[src/rtl/line_segment_rect_clipper_unit_defines.svh]
// Assertion helpers shared by the clipper RTL.
// Each expects signals named clk and arst_n in the calling scope.
`ifndef LINE_SEGMENT_RECT_CLIPPER_UNIT_DEFINES_SVH
`define LINE_SEGMENT_RECT_CLIPPER_UNIT_DEFINES_SVH

// Same-cycle implication.
`define LSRC_ASSERT_IMP(label, ante, cons, msg) \
	label: assert property (@(posedge clk) disable iff (!arst_n) (ante) |-> (cons)) \
		else $error(msg);

// Next-cycle implication.
`define LSRC_ASSERT_NXT(label, ante, cons, msg) \
	label: assert property (@(posedge clk) disable iff (!arst_n) (ante) |=> (cons)) \
		else $error(msg);

`endif

[src/rtl/lsrc_pkg.sv]
package lsrc_pkg;

	localparam int COORD_BITS = 16;
	localparam int FRAC_BITS = 4;
	localparam int DIM_BITS = 13;
	localparam int CFG_BITS = (COORD_BITS > DIM_BITS) ? COORD_BITS : DIM_BITS;
	// room for clip_left plus width * ONE, signed
	localparam int EDGE_BITS =
		((COORD_BITS - 1 > DIM_BITS + FRAC_BITS) ? COORD_BITS - 1 : DIM_BITS + FRAC_BITS) + 2;
	localparam int DIFF_BITS = COORD_BITS + 1;
	localparam int PROD_BITS = 2 * COORD_BITS;
	localparam int DIV_CNT_BITS = $clog2(COORD_BITS);
	localparam int MAX_CLIP_STEPS = 8;
	localparam int STEP_BITS = $clog2(MAX_CLIP_STEPS + 1);

	localparam int CFG_IDX_BITS = 2;
	localparam logic [CFG_IDX_BITS-1:0] REG_CLIP_LEFT = 2'd0;
	localparam logic [CFG_IDX_BITS-1:0] REG_CLIP_BOTTOM = 2'd1;
	localparam logic [CFG_IDX_BITS-1:0] REG_CLIP_WIDTH = 2'd2;
	localparam logic [CFG_IDX_BITS-1:0] REG_CLIP_HEIGHT = 2'd3;

	localparam logic [DIM_BITS-1:0] CLIP_DIM_RESET = 13'd1024;
	localparam logic signed [EDGE_BITS-1:0] EDGE_ONE = EDGE_BITS'(1) << FRAC_BITS;

	typedef logic [3:0] outcode_t;
	localparam outcode_t OC_LEFT = 4'b0001;
	localparam outcode_t OC_RIGHT = 4'b0010;
	localparam outcode_t OC_BOTTOM = 4'b0100;
	localparam outcode_t OC_TOP = 4'b1000;

	typedef logic signed [COORD_BITS-1:0] coord_t;
	typedef logic signed [EDGE_BITS-1:0] edge_t;
	typedef logic signed [DIFF_BITS-1:0] diff_t;
	typedef logic [COORD_BITS-1:0] mag_t;
	typedef logic [DIM_BITS-1:0] dim_t;

	typedef struct packed {
		logic load_in;
		logic select;
		logic prep;
		logic mul;
		logic div_step;
		logic update;
		logic load_out;
		logic visible;
	} cmd_t;

	typedef struct packed {
		outcode_t code_b;
		outcode_t code_e;
		logic den_zero;
	} stat_t;

endpackage

[src/rtl/lsrc_in_if.sv]
interface lsrc_in_if;
	import lsrc_pkg::*;

	logic valid;
	logic ready;
	coord_t begin_x;
	coord_t begin_y;
	coord_t end_x;
	coord_t end_y;

	modport source(output valid, begin_x, begin_y, end_x, end_y, input ready);
	modport sink(input valid, begin_x, begin_y, end_x, end_y, output ready);
endinterface

[src/rtl/lsrc_out_if.sv]
interface lsrc_out_if;
	import lsrc_pkg::*;

	logic valid;
	logic ready;
	logic visible;
	coord_t out_begin_x;
	coord_t out_begin_y;
	coord_t out_end_x;
	coord_t out_end_y;

	modport source(output valid, visible, out_begin_x, out_begin_y, out_end_x, out_end_y,
		input ready);
	modport sink(input valid, visible, out_begin_x, out_begin_y, out_end_x, out_end_y,
		output ready);
endinterface

[src/rtl/lsrc_dp.sv]
module lsrc_dp (
	input logic clk,
	input logic arst_n,
	input logic cfg_we,
	input logic [lsrc_pkg::CFG_IDX_BITS-1:0] cfg_idx,
	input logic [lsrc_pkg::CFG_BITS-1:0] cfg_data,
	input lsrc_pkg::coord_t in_bx,
	input lsrc_pkg::coord_t in_by,
	input lsrc_pkg::coord_t in_ex,
	input lsrc_pkg::coord_t in_ey,
	input lsrc_pkg::cmd_t cmd,
	output lsrc_pkg::stat_t stat,
	output logic out_vis,
	output lsrc_pkg::coord_t out_bx,
	output lsrc_pkg::coord_t out_by,
	output lsrc_pkg::coord_t out_ex,
	output lsrc_pkg::coord_t out_ey
);
	import lsrc_pkg::*;

	function automatic outcode_t outcode(coord_t x, coord_t y, edge_t xmn, edge_t xmx,
		edge_t ymn, edge_t ymx);
		edge_t xe;
		edge_t ye;
		outcode_t c;
		xe = edge_t'(x);
		ye = edge_t'(y);
		c = '0;
		if (xe < xmn) c = c | OC_LEFT;
		else if (xe > xmx) c = c | OC_RIGHT;
		if (ye < ymn) c = c | OC_BOTTOM;
		else if (ye > ymx) c = c | OC_TOP;
		return c;
	endfunction

	function automatic mag_t magn(diff_t v);
		diff_t a;
		a = (v < 0) ? -v : v;
		return a[COORD_BITS-1:0];
	endfunction

	coord_t clip_left_q, clip_bottom_q;
	dim_t clip_width_q, clip_height_q;

	edge_t xmn_q, xmx_q, ymn_q, ymx_q;
	coord_t bx_q, by_q, ex_q, ey_q;

	// select stage
	logic ymode_q, first_q;
	edge_t edge_q;
	coord_t a0_q, a1_q, f0_q, f1_q;

	// prep stage
	coord_t ec_q;
	mag_t den_q, dmag_q, tmag_q;
	logic dneg_q, den_zero_q;

	// divider
	mag_t rem_q, low_q;

	logic out_vis_q;
	coord_t obx_q, oby_q, oex_q, oey_q;

	outcode_t code_b, code_e, co;
	logic co_y;
	edge_t edge_sel;
	coord_t lo, hi, ec;
	diff_t da, dd, dt;
	logic [PROD_BITS-1:0] prod;
	logic [COORD_BITS:0] trial;
	logic trial_ge;
	logic round_up;
	logic [COORD_BITS:0] q_rnd;
	logic signed [DIFF_BITS:0] res_w;
	coord_t res;

	// configuration registers
	always_ff @(posedge clk or negedge arst_n) begin
		if (!arst_n) begin
			clip_left_q <= '0;
			clip_bottom_q <= '0;
			clip_width_q <= CLIP_DIM_RESET;
			clip_height_q <= CLIP_DIM_RESET;
		end else if (cfg_we) begin
			case (cfg_idx)
				REG_CLIP_LEFT: clip_left_q <= cfg_data[COORD_BITS-1:0];
				REG_CLIP_BOTTOM: clip_bottom_q <= cfg_data[COORD_BITS-1:0];
				REG_CLIP_WIDTH: clip_width_q <= cfg_data[DIM_BITS-1:0];
				REG_CLIP_HEIGHT: clip_height_q <= cfg_data[DIM_BITS-1:0];
				default: ;
			endcase
		end
	end

	always_comb begin
		code_b = outcode(bx_q, by_q, xmn_q, xmx_q, ymn_q, ymx_q);
		code_e = outcode(ex_q, ey_q, xmn_q, xmx_q, ymn_q, ymx_q);
		co = (code_b != '0) ? code_b : code_e;
		co_y = ((co & (OC_TOP | OC_BOTTOM)) != '0);
		if ((co & OC_TOP) != '0) edge_sel = ymx_q;
		else if ((co & OC_BOTTOM) != '0) edge_sel = ymn_q;
		else if ((co & OC_RIGHT) != '0) edge_sel = xmx_q;
		else edge_sel = xmn_q;
	end

	always_comb begin
		lo = (a0_q < a1_q) ? a0_q : a1_q;
		hi = (a0_q < a1_q) ? a1_q : a0_q;
		if (edge_q < edge_t'(lo)) ec = lo;
		else if (edge_q > edge_t'(hi)) ec = hi;
		else ec = edge_q[COORD_BITS-1:0];
		da = diff_t'(a1_q) - diff_t'(a0_q);
		dd = diff_t'(f1_q) - diff_t'(f0_q);
		dt = diff_t'(ec) - diff_t'(a0_q);
	end

	always_comb begin
		prod = PROD_BITS'(dmag_q) * PROD_BITS'(tmag_q);
		trial = {rem_q, low_q[COORD_BITS-1]};
		trial_ge = (trial >= {1'b0, den_q});
		round_up = ({rem_q, 1'b0} >= {1'b0, den_q});
		q_rnd = {1'b0, low_q} + (COORD_BITS + 1)'(round_up);
		if (dneg_q) res_w = (DIFF_BITS + 1)'(f0_q) - $signed({1'b0, q_rnd});
		else res_w = (DIFF_BITS + 1)'(f0_q) + $signed({1'b0, q_rnd});
		res = res_w[COORD_BITS-1:0];
	end

	always_ff @(posedge clk) begin
		if (cmd.load_in) begin
			bx_q <= in_bx;
			by_q <= in_by;
			ex_q <= in_ex;
			ey_q <= in_ey;
			xmn_q <= edge_t'(clip_left_q);
			ymn_q <= edge_t'(clip_bottom_q);
			xmx_q <= edge_t'(clip_left_q) + (edge_t'(clip_width_q) <<< FRAC_BITS) - EDGE_ONE;
			ymx_q <= edge_t'(clip_bottom_q) + (edge_t'(clip_height_q) <<< FRAC_BITS) - EDGE_ONE;
		end else if (cmd.update) begin
			if (first_q) begin
				bx_q <= ymode_q ? res : ec_q;
				by_q <= ymode_q ? ec_q : res;
			end else begin
				ex_q <= ymode_q ? res : ec_q;
				ey_q <= ymode_q ? ec_q : res;
			end
		end

		if (cmd.select) begin
			ymode_q <= co_y;
			first_q <= (code_b != '0);
			edge_q <= edge_sel;
			a0_q <= co_y ? by_q : bx_q;
			a1_q <= co_y ? ey_q : ex_q;
			f0_q <= co_y ? bx_q : by_q;
			f1_q <= co_y ? ex_q : ey_q;
		end

		if (cmd.prep) begin
			ec_q <= ec;
			den_q <= magn(da);
			dmag_q <= magn(dd);
			tmag_q <= magn(dt);
			dneg_q <= (dd < 0);
			den_zero_q <= (a1_q == a0_q);
		end

		// quotient fits COORD_BITS, so the high half is already below den
		if (cmd.mul) begin
			rem_q <= prod[PROD_BITS-1:COORD_BITS];
			low_q <= prod[COORD_BITS-1:0];
		end else if (cmd.div_step) begin
			rem_q <= trial_ge ? COORD_BITS'(trial - {1'b0, den_q}) : trial[COORD_BITS-1:0];
			low_q <= {low_q[COORD_BITS-2:0], trial_ge};
		end

		if (cmd.load_out) begin
			out_vis_q <= cmd.visible;
			obx_q <= bx_q;
			oby_q <= by_q;
			oex_q <= ex_q;
			oey_q <= ey_q;
		end
	end

	assign stat.code_b = code_b;
	assign stat.code_e = code_e;
	assign stat.den_zero = den_zero_q;

	assign out_vis = out_vis_q;
	assign out_bx = obx_q;
	assign out_by = oby_q;
	assign out_ex = oex_q;
	assign out_ey = oey_q;
endmodule

[src/rtl/lsrc_ctrl.sv]
`include "line_segment_rect_clipper_unit_defines.svh"

module lsrc_ctrl (
	input logic clk,
	input logic arst_n,
	input logic in_valid,
	output logic in_ready,
	output logic out_valid,
	input logic out_ready,
	input lsrc_pkg::stat_t stat,
	output lsrc_pkg::cmd_t cmd
);
	import lsrc_pkg::*;

	localparam logic [2:0] S_IDLE = 3'd0;
	localparam logic [2:0] S_EVAL = 3'd1;
	localparam logic [2:0] S_SEL = 3'd2;
	localparam logic [2:0] S_PREP = 3'd3;
	localparam logic [2:0] S_MUL = 3'd4;
	localparam logic [2:0] S_DIV = 3'd5;
	localparam logic [2:0] S_FIN = 3'd6;
	localparam logic [2:0] S_DONE = 3'd7;

	localparam logic [DIV_CNT_BITS-1:0] DIV_LAST = DIV_CNT_BITS'(COORD_BITS - 1);
	localparam logic [STEP_BITS-1:0] STEP_MAX = STEP_BITS'(MAX_CLIP_STEPS);

	logic [2:0] state_q, state_d;
	logic [STEP_BITS-1:0] step_q, step_d;
	logic [DIV_CNT_BITS-1:0] div_cnt_q, div_cnt_d;
	logic vis_q, vis_d;
	logic out_valid_q;
	logic trivial_in, trivial_out;

	assign trivial_in = ((stat.code_b | stat.code_e) == '0);
	assign trivial_out = ((stat.code_b & stat.code_e) != '0) || (step_q >= STEP_MAX);

	always_comb begin
		state_d = state_q;
		step_d = step_q;
		div_cnt_d = div_cnt_q;
		vis_d = vis_q;
		cmd = '0;
		case (state_q)
			S_IDLE: begin
				if (in_valid) begin
					cmd.load_in = 1'b1;
					step_d = '0;
					state_d = S_EVAL;
				end
			end
			S_EVAL: begin
				if (trivial_in) begin
					vis_d = 1'b1;
					state_d = S_DONE;
				end else if (trivial_out) begin
					vis_d = 1'b0;
					state_d = S_DONE;
				end else begin
					state_d = S_SEL;
				end
			end
			S_SEL: begin
				cmd.select = 1'b1;
				state_d = S_PREP;
			end
			S_PREP: begin
				cmd.prep = 1'b1;
				state_d = S_MUL;
			end
			S_MUL: begin
				if (stat.den_zero) begin
					vis_d = 1'b0;
					state_d = S_DONE;
				end else begin
					cmd.mul = 1'b1;
					div_cnt_d = '0;
					state_d = S_DIV;
				end
			end
			S_DIV: begin
				cmd.div_step = 1'b1;
				if (div_cnt_q == DIV_LAST) state_d = S_FIN;
				else div_cnt_d = div_cnt_q + 1'b1;
			end
			S_FIN: begin
				cmd.update = 1'b1;
				step_d = step_q + 1'b1;
				state_d = S_EVAL;
			end
			S_DONE: begin
				cmd.visible = vis_q;
				if (!out_valid_q || out_ready) begin
					cmd.load_out = 1'b1;
					state_d = S_IDLE;
				end
			end
			default: state_d = S_IDLE;
		endcase
	end

	always_ff @(posedge clk or negedge arst_n) begin
		if (!arst_n) begin
			state_q <= S_IDLE;
			step_q <= '0;
			div_cnt_q <= '0;
			vis_q <= 1'b0;
			out_valid_q <= 1'b0;
		end else begin
			state_q <= state_d;
			step_q <= step_d;
			div_cnt_q <= div_cnt_d;
			vis_q <= vis_d;
			if (cmd.load_out) out_valid_q <= 1'b1;
			else if (out_ready) out_valid_q <= 1'b0;
		end
	end

	assign in_ready = (state_q == S_IDLE);
	assign out_valid = out_valid_q;

	`LSRC_ASSERT_NXT(a_accept_to_eval, in_valid && in_ready, state_q == S_EVAL,
		"accepted item did not start evaluation")
	`LSRC_ASSERT_NXT(a_div_to_fin, (state_q == S_DIV) && (div_cnt_q == DIV_LAST),
		state_q == S_FIN, "divider did not finish after its last step")
	`LSRC_ASSERT_NXT(a_load_out_valid, cmd.load_out, out_valid_q,
		"loaded result not presented")
	`LSRC_ASSERT_IMP(a_step_bound, state_q == S_SEL, step_q < STEP_MAX,
		"clip step started past the step limit")
	`LSRC_ASSERT_IMP(a_no_overwrite, cmd.load_out, !out_valid_q || out_ready,
		"pending result overwritten")
endmodule

[src/rtl/line_segment_rect_clipper_unit.sv]
// Channel   Dir  Payload
// seg_in    in   begin_x, begin_y, end_x, end_y      (signed Q12.4)
// seg_out   out  visible, out_begin_x/_y, out_end_x/_y (signed Q12.4)
// cfg       in   cfg_we, cfg_idx, cfg_data (left, bottom, width, height)
//
// One segment is in flight at a time. An item runs k clip steps (0..8) from
// acceptance to the output register, and each step uses a 16-bit restoring
// divider.
// The output register lets a new segment be accepted while a result waits.
// arst_n clears control state and loads the reset clip rectangle.
// A stalled seg_out holds the result and the finished segment until taken.
module line_segment_rect_clipper_unit (
	input logic clk,
	input logic arst_n,
	lsrc_in_if.sink seg_in,
	lsrc_out_if.source seg_out,
	input logic cfg_we,
	input logic [lsrc_pkg::CFG_IDX_BITS-1:0] cfg_idx,
	input logic [lsrc_pkg::CFG_BITS-1:0] cfg_data
);
	import lsrc_pkg::*;

	// command and status between sequencer and datapath
	cmd_t cmd;
	stat_t stat;

	// Sequencer: evaluate outcodes, run one clip step (select edge, prepare
	// operands, multiply, divide, round and move endpoint), repeat, then hand
	// the result to the output register.
	lsrc_ctrl u_ctrl (
		.clk(clk),
		.arst_n(arst_n),
		.in_valid(seg_in.valid),
		.in_ready(seg_in.ready),
		.out_valid(seg_out.valid),
		.out_ready(seg_out.ready),
		.stat(stat),
		.cmd(cmd)
	);

	// Datapath: clip registers, endpoints, edge math, multiplier, divider and
	// output register.
	lsrc_dp u_dp (
		.clk(clk),
		.arst_n(arst_n),
		.cfg_we(cfg_we),
		.cfg_idx(cfg_idx),
		.cfg_data(cfg_data),
		.in_bx(seg_in.begin_x),
		.in_by(seg_in.begin_y),
		.in_ex(seg_in.end_x),
		.in_ey(seg_in.end_y),
		.cmd(cmd),
		.stat(stat),
		.out_vis(seg_out.visible),
		.out_bx(seg_out.out_begin_x),
		.out_by(seg_out.out_begin_y),
		.out_ex(seg_out.out_end_x),
		.out_ey(seg_out.out_end_y)
	);
endmodule
[src/flat_wrapper.sv]
// flat-port wrapper written by rule: the top's interface ports become plain ports
module line_segment_rect_clipper_unit_flat import lsrc_pkg::*;
  (clk, arst_n, cfg_we, cfg_idx, cfg_data, seg_in_valid, seg_in_begin_x, seg_in_begin_y, seg_in_end_x, seg_in_end_y, seg_in_ready, seg_out_valid, seg_out_visible, seg_out_out_begin_x, seg_out_out_begin_y, seg_out_out_end_x, seg_out_out_end_y, seg_out_ready);
  lsrc_in_if seg_in_i ();
  lsrc_out_if seg_out_i ();
  input logic clk;
  input logic arst_n;
  input logic cfg_we;
  input logic [lsrc_pkg::CFG_IDX_BITS-1:0] cfg_idx;
  input logic [lsrc_pkg::CFG_BITS-1:0] cfg_data;
  input wire logic [$bits(seg_in_i.valid)-1:0] seg_in_valid;
  input wire logic [$bits(seg_in_i.begin_x)-1:0] seg_in_begin_x;
  input wire logic [$bits(seg_in_i.begin_y)-1:0] seg_in_begin_y;
  input wire logic [$bits(seg_in_i.end_x)-1:0] seg_in_end_x;
  input wire logic [$bits(seg_in_i.end_y)-1:0] seg_in_end_y;
  output wire logic [$bits(seg_in_i.ready)-1:0] seg_in_ready;
  output wire logic [$bits(seg_out_i.valid)-1:0] seg_out_valid;
  output wire logic [$bits(seg_out_i.visible)-1:0] seg_out_visible;
  output wire logic [$bits(seg_out_i.out_begin_x)-1:0] seg_out_out_begin_x;
  output wire logic [$bits(seg_out_i.out_begin_y)-1:0] seg_out_out_begin_y;
  output wire logic [$bits(seg_out_i.out_end_x)-1:0] seg_out_out_end_x;
  output wire logic [$bits(seg_out_i.out_end_y)-1:0] seg_out_out_end_y;
  input wire logic [$bits(seg_out_i.ready)-1:0] seg_out_ready;
  assign seg_in_i.valid = seg_in_valid;
  assign seg_in_i.begin_x = seg_in_begin_x;
  assign seg_in_i.begin_y = seg_in_begin_y;
  assign seg_in_i.end_x = seg_in_end_x;
  assign seg_in_i.end_y = seg_in_end_y;
  assign seg_in_ready = seg_in_i.ready;
  assign seg_out_valid = seg_out_i.valid;
  assign seg_out_visible = seg_out_i.visible;
  assign seg_out_out_begin_x = seg_out_i.out_begin_x;
  assign seg_out_out_begin_y = seg_out_i.out_begin_y;
  assign seg_out_out_end_x = seg_out_i.out_end_x;
  assign seg_out_out_end_y = seg_out_i.out_end_y;
  assign seg_out_i.ready = seg_out_ready;
  line_segment_rect_clipper_unit u_core (.clk(clk), .arst_n(arst_n), .seg_in(seg_in_i), .seg_out(seg_out_i), .cfg_we(cfg_we), .cfg_idx(cfg_idx), .cfg_data(cfg_data));
endmodule
[config.mk]
export PLATFORM = sky130hd
export DESIGN_NAME = line_segment_rect_clipper_unit_flat
export DESIGN_NICKNAME = d
export VERILOG_FILES = /design/src/rtl/lsrc_pkg.sv /design/src/rtl/lsrc_in_if.sv /design/src/rtl/lsrc_out_if.sv /design/src/rtl/lsrc_dp.sv /design/src/rtl/lsrc_ctrl.sv /design/src/rtl/line_segment_rect_clipper_unit.sv /design/src/flat_wrapper.sv
export VERILOG_INCLUDE_DIRS = /design/src /design/src/rtl
export SDC_FILE = /design/constraint.sdc
export NUM_CORES = 2
export LEC_CHECK = 0
export BUFFER_PORTS_ARGS = -buffer_cell sky130_fd_sc_hd__buf_4
export CELL_PAD_IN_SITES_DETAIL_PLACEMENT = 0
export CELL_PAD_IN_SITES_GLOBAL_PLACEMENT = 1
export CORE_MARGIN = 2
export CORE_UTILIZATION = 45
export DETAILED_ROUTE_END_ITERATION = 7
export PLACE_DENSITY = 0.79
export SLEW_MARGIN = 10
export SYNTH_ARGS = -nofsm -noshare
export SYNTH_HDL_FRONTEND = slang
export SYNTH_SLANG_ARGS = --single-unit
[constraint.sdc]
create_clock -name clk -period 8.6 [get_ports clk]
set_input_delay 1.72 -clock clk [delete_from_list [all_inputs] [get_ports clk]]
set_output_delay 1.72 -clock clk [all_outputs]
set_load 0.1 [all_outputs]
==> flow_metrics.tcl <==
set metrics [dict create \
    core_sq_um 80500 \
    final_common_cell "inv_1" \
    syn_area_per_cell_sq_um 10.1 \
    setup_viol 0 \
    grt_antenna_before_repair 0 \
    min_path_cells 0 \
    cp-endpoint "u_core.u_dp.tmag_q[15]" \
    crit_path_max_fanout 36 \
    cts_root_buffer "clkbuf_16" \
    cp-end-kind "flop" \
    top_register "u_core.u_dp.edge_q" \
    port_buffers 153 \
    drt_wl_total_um 100000 \
    grt_max_degree 85 \
    ys_ff_latch 445 \
    slew_viol_final 0 \
    start_kind "flop" \
    skew_ns 0.0447 \
    syn_inst 3609 \
    worstMarginPinSlew_ns 1.07 \
    num_vias 26500 \
    r2r_start "u_core.u_dp.a1_q[15]" \
    clock-sinks 445 \
    layout_min_cycle_time_ns 8.11 \
    hpwl_um 79200 \
    clock_path_buffers 3 \
    cts_made_buffers 51 \
    slowest_stage "or4b_4" \
    slew_headroom_pct 28.7 \
    path_class "reg2reg" \
    syn_to_final_growth_pct 11.9 \
    synth_top_area_share_pct 30.7 \
    synth_area_leaders "edfxtp_1 (31%), ha_1 (14%), fa_1 (11%), inv_1 (5.3%), dfrtp_1 (4.7%)" \
    required_ns 8.95 \
    synth_ff_type "edfxtp_1" \
    drive_gt1_share_pct 12.1 \
    initial_utilization_pct 45.5 \
    clkSlewWorstSetupHoldPaths_ns 0.06 \
    drc_errors 0 \
    synth-edff-count 374 \
    final_cell_mix "inv_1 (514), ha_1 (402), edfxtp_1 (374)" \
    clock_latency_ns 0.61 \
    largest_register_ffs 19 \
    cts_tree "built" \
    layout.nets 4457 \
    hold_class "reg2reg" \
    rows 104 \
    rsz0062_at_grt "false" \
    die-height_um 289 \
    finalSetupTns_ns 0 \
    worst_ep_arrival_time_ns 8.47 \
    wl_met3_um 4950 \
    grt_pass1_wl_um 155000 \
    htree_num_levels 2 \
    netlist_area_sq_um 36600 \
    cap_violations 0 \
    highest_layer "met4" \
    gp_congestion 0.965 \
    io_pins 154 \
    ant_nets 0 \
    worst-r2r-setup-slack_ns 0.49 \
    status "complete, no violations" \
    overflow 0 \
    ys_seq_area_share_pct 35.5 \
    fmax_mhz 123 \
    drt_iter0_markers 1831 \
    critPathLaunch "u_core.u_dp.a1_q[15]" \
    drt-met1-wl_um 43900 \
    synth_cell_types 88 \
    yosysTopAreaCell "edfxtp_1" \
    die_w_um 289 \
    grt.total_usage_pct 24.1 \
    vias_per_cell 5.45 \
    wl_per_cell_um 20.6 \
    synth-async-reset-ratio_pct 16.0 \
    cpPeakStageDelay_ns 0.55 \
    ys_warn_count 0 \
    nFillCells 7432 \
    cpMostUsedCell "o21a_1" \
    rr_endpoint "u_core.u_dp.tmag_q[15]" \
    dieArea_sq_um 83700 \
    hold_viol 0 \
    grt_pass1_vias 26800 \
    syn_nets 4304 \
    firstDrtPassIters 5 \
    fin_crit_sh_pct 94.3 \
    reg2reg_depth 32 \
    dr_wl_met2_um 48300 \
]
[per-stage QoR]
step                      hold WS (ns)  std cells  worst slack, ns  utilization [%]  cell area, sq um
after floorplan                  0.419       3609            0.749                -             36600
after detailed placement         0.430       4763            0.154             48.5             39100
after CTS                        0.445       4858            0.140             50.7             40900
final                            0.444       4866            0.488             50.9             41000
after global placement           0.430       4763            0.198             48.5             39100
after global routing             0.450       4864          0.00935             50.9             41000
[how the worst min path moves through the flow]
stage / startpoint / to / slack [ns]
after global placement: u_core.u_dp.clip_left_q[12] / u_core.u_dp.xmn_q[12] / 0.43
after CTS: u_core.u_dp.clip_bottom_q[2] / u_core.u_dp.ymn_q[2] / 0.45
after global routing: u_core.u_dp.clip_left_q[12] / u_core.u_dp.xmn_q[12] / 0.45
final: u_core.u_dp.clip_bottom_q[2] / u_core.u_dp.ymn_q[2] / 0.44
after detailed placement: u_core.u_dp.clip_bottom_q[2] / u_core.u_dp.ymn_q[2] / 0.43
after floorplan: u_core.u_dp.clip_bottom_q[0] / u_core.u_dp.ymn_q[0] / 0.42
[worst max-delay path: cells and delay by family (launching register included)]
family                     cells  cell delay (ns)
AOI/OAI and AO/OA             12             2.59
muxes                          2             0.64
and+or+nand+nor               12             2.56
DFF                            1             0.43
buffers and inverters          2             0.40
adders and majority gates      4             1.20
[routing by layer]
| layer | up-vias | track usage, % |
|---|---|---|
| li1 | 12800 | - |
| met2 | 645 | 41.3 |
| met4 | 0 | 7.29 |
| met3 | 140 | 2.76 |
| met5 | - | 0 |
| met1 | 12900 | 32.0 |
[timing repair]
| item | in CTS | in global routing |
|---|---|---|
| setup buffers | 0 | 6 |
| hold buffers | 0 | 0 |
| gates resized for setup | 0 | 17 |
| endpoints found under the setup margin | 0 | 13 |
[cell usage after synthesis, types with 10 or more instances]
master / n
and3_1: 25
a21boi_0: 11
o21ai_0: 144
or3_1: 21
clkbuf_1: 82
a21o_1: 75
inv_1: 515
nor4_1: 10
o21a_1: 49
nor2b_1: 43
xor2_1: 54
a22oi_1: 12
nand2_1: 330
xnor2_1: 113
and2_1: 95
a31oi_1: 24
ha_1: 405
nor2_1: 225
a211oi_1: 34
nor3_1: 49
a21oi_1: 163
mux2i_1: 51
o21bai_1: 15
nand3_1: 51
o211ai_1: 20
dfrtp_1: 69
nand2b_1: 25
mux2_2: 128
fa_1: 203
edfxtp_1: 374
nand4_1: 30
[cell families (layout without fill, tap and decap cells)]
kind of cell             after synthesis  count (layout)  synth area share, %
AO/OA/AOI/OAI                        652             652                 11.6
adder cells (fa/ha/maj)              608             608                 24.9
buffers and inverters                612             807                 6.30
multiplexers                         180             180                 5.36
other                                  0               2                    0
AND/OR/NAND/NOR                      945             945                 12.3
XOR/XNOR                             167             167                 3.99
flip-flops                           445             445                 35.5
[area by class of cell]
| type | instances | area, sq um | share of cell area, % |
|---|---|---|---|
| antenna | 2 | 5.00 | 0.0122 |
| timing repair buffer | 197 | 1500 | 3.66 |
| tap | 1060 | 1330 | 3.24 |
| clock inverter | 25 | 327 | 0.797 |
| sequential | 445 | 13000 | 31.7 |
| clock buffer | 70 | 1460 | 3.56 |
| multi-input combinational | 2552 | 21400 | 52.3 |
| inverter | 515 | 1930 | 4.72 |
Power is left out: the tool's default activity adds up to more than one toggle a clock period on the data nets, which glitch-free logic cannot reach.
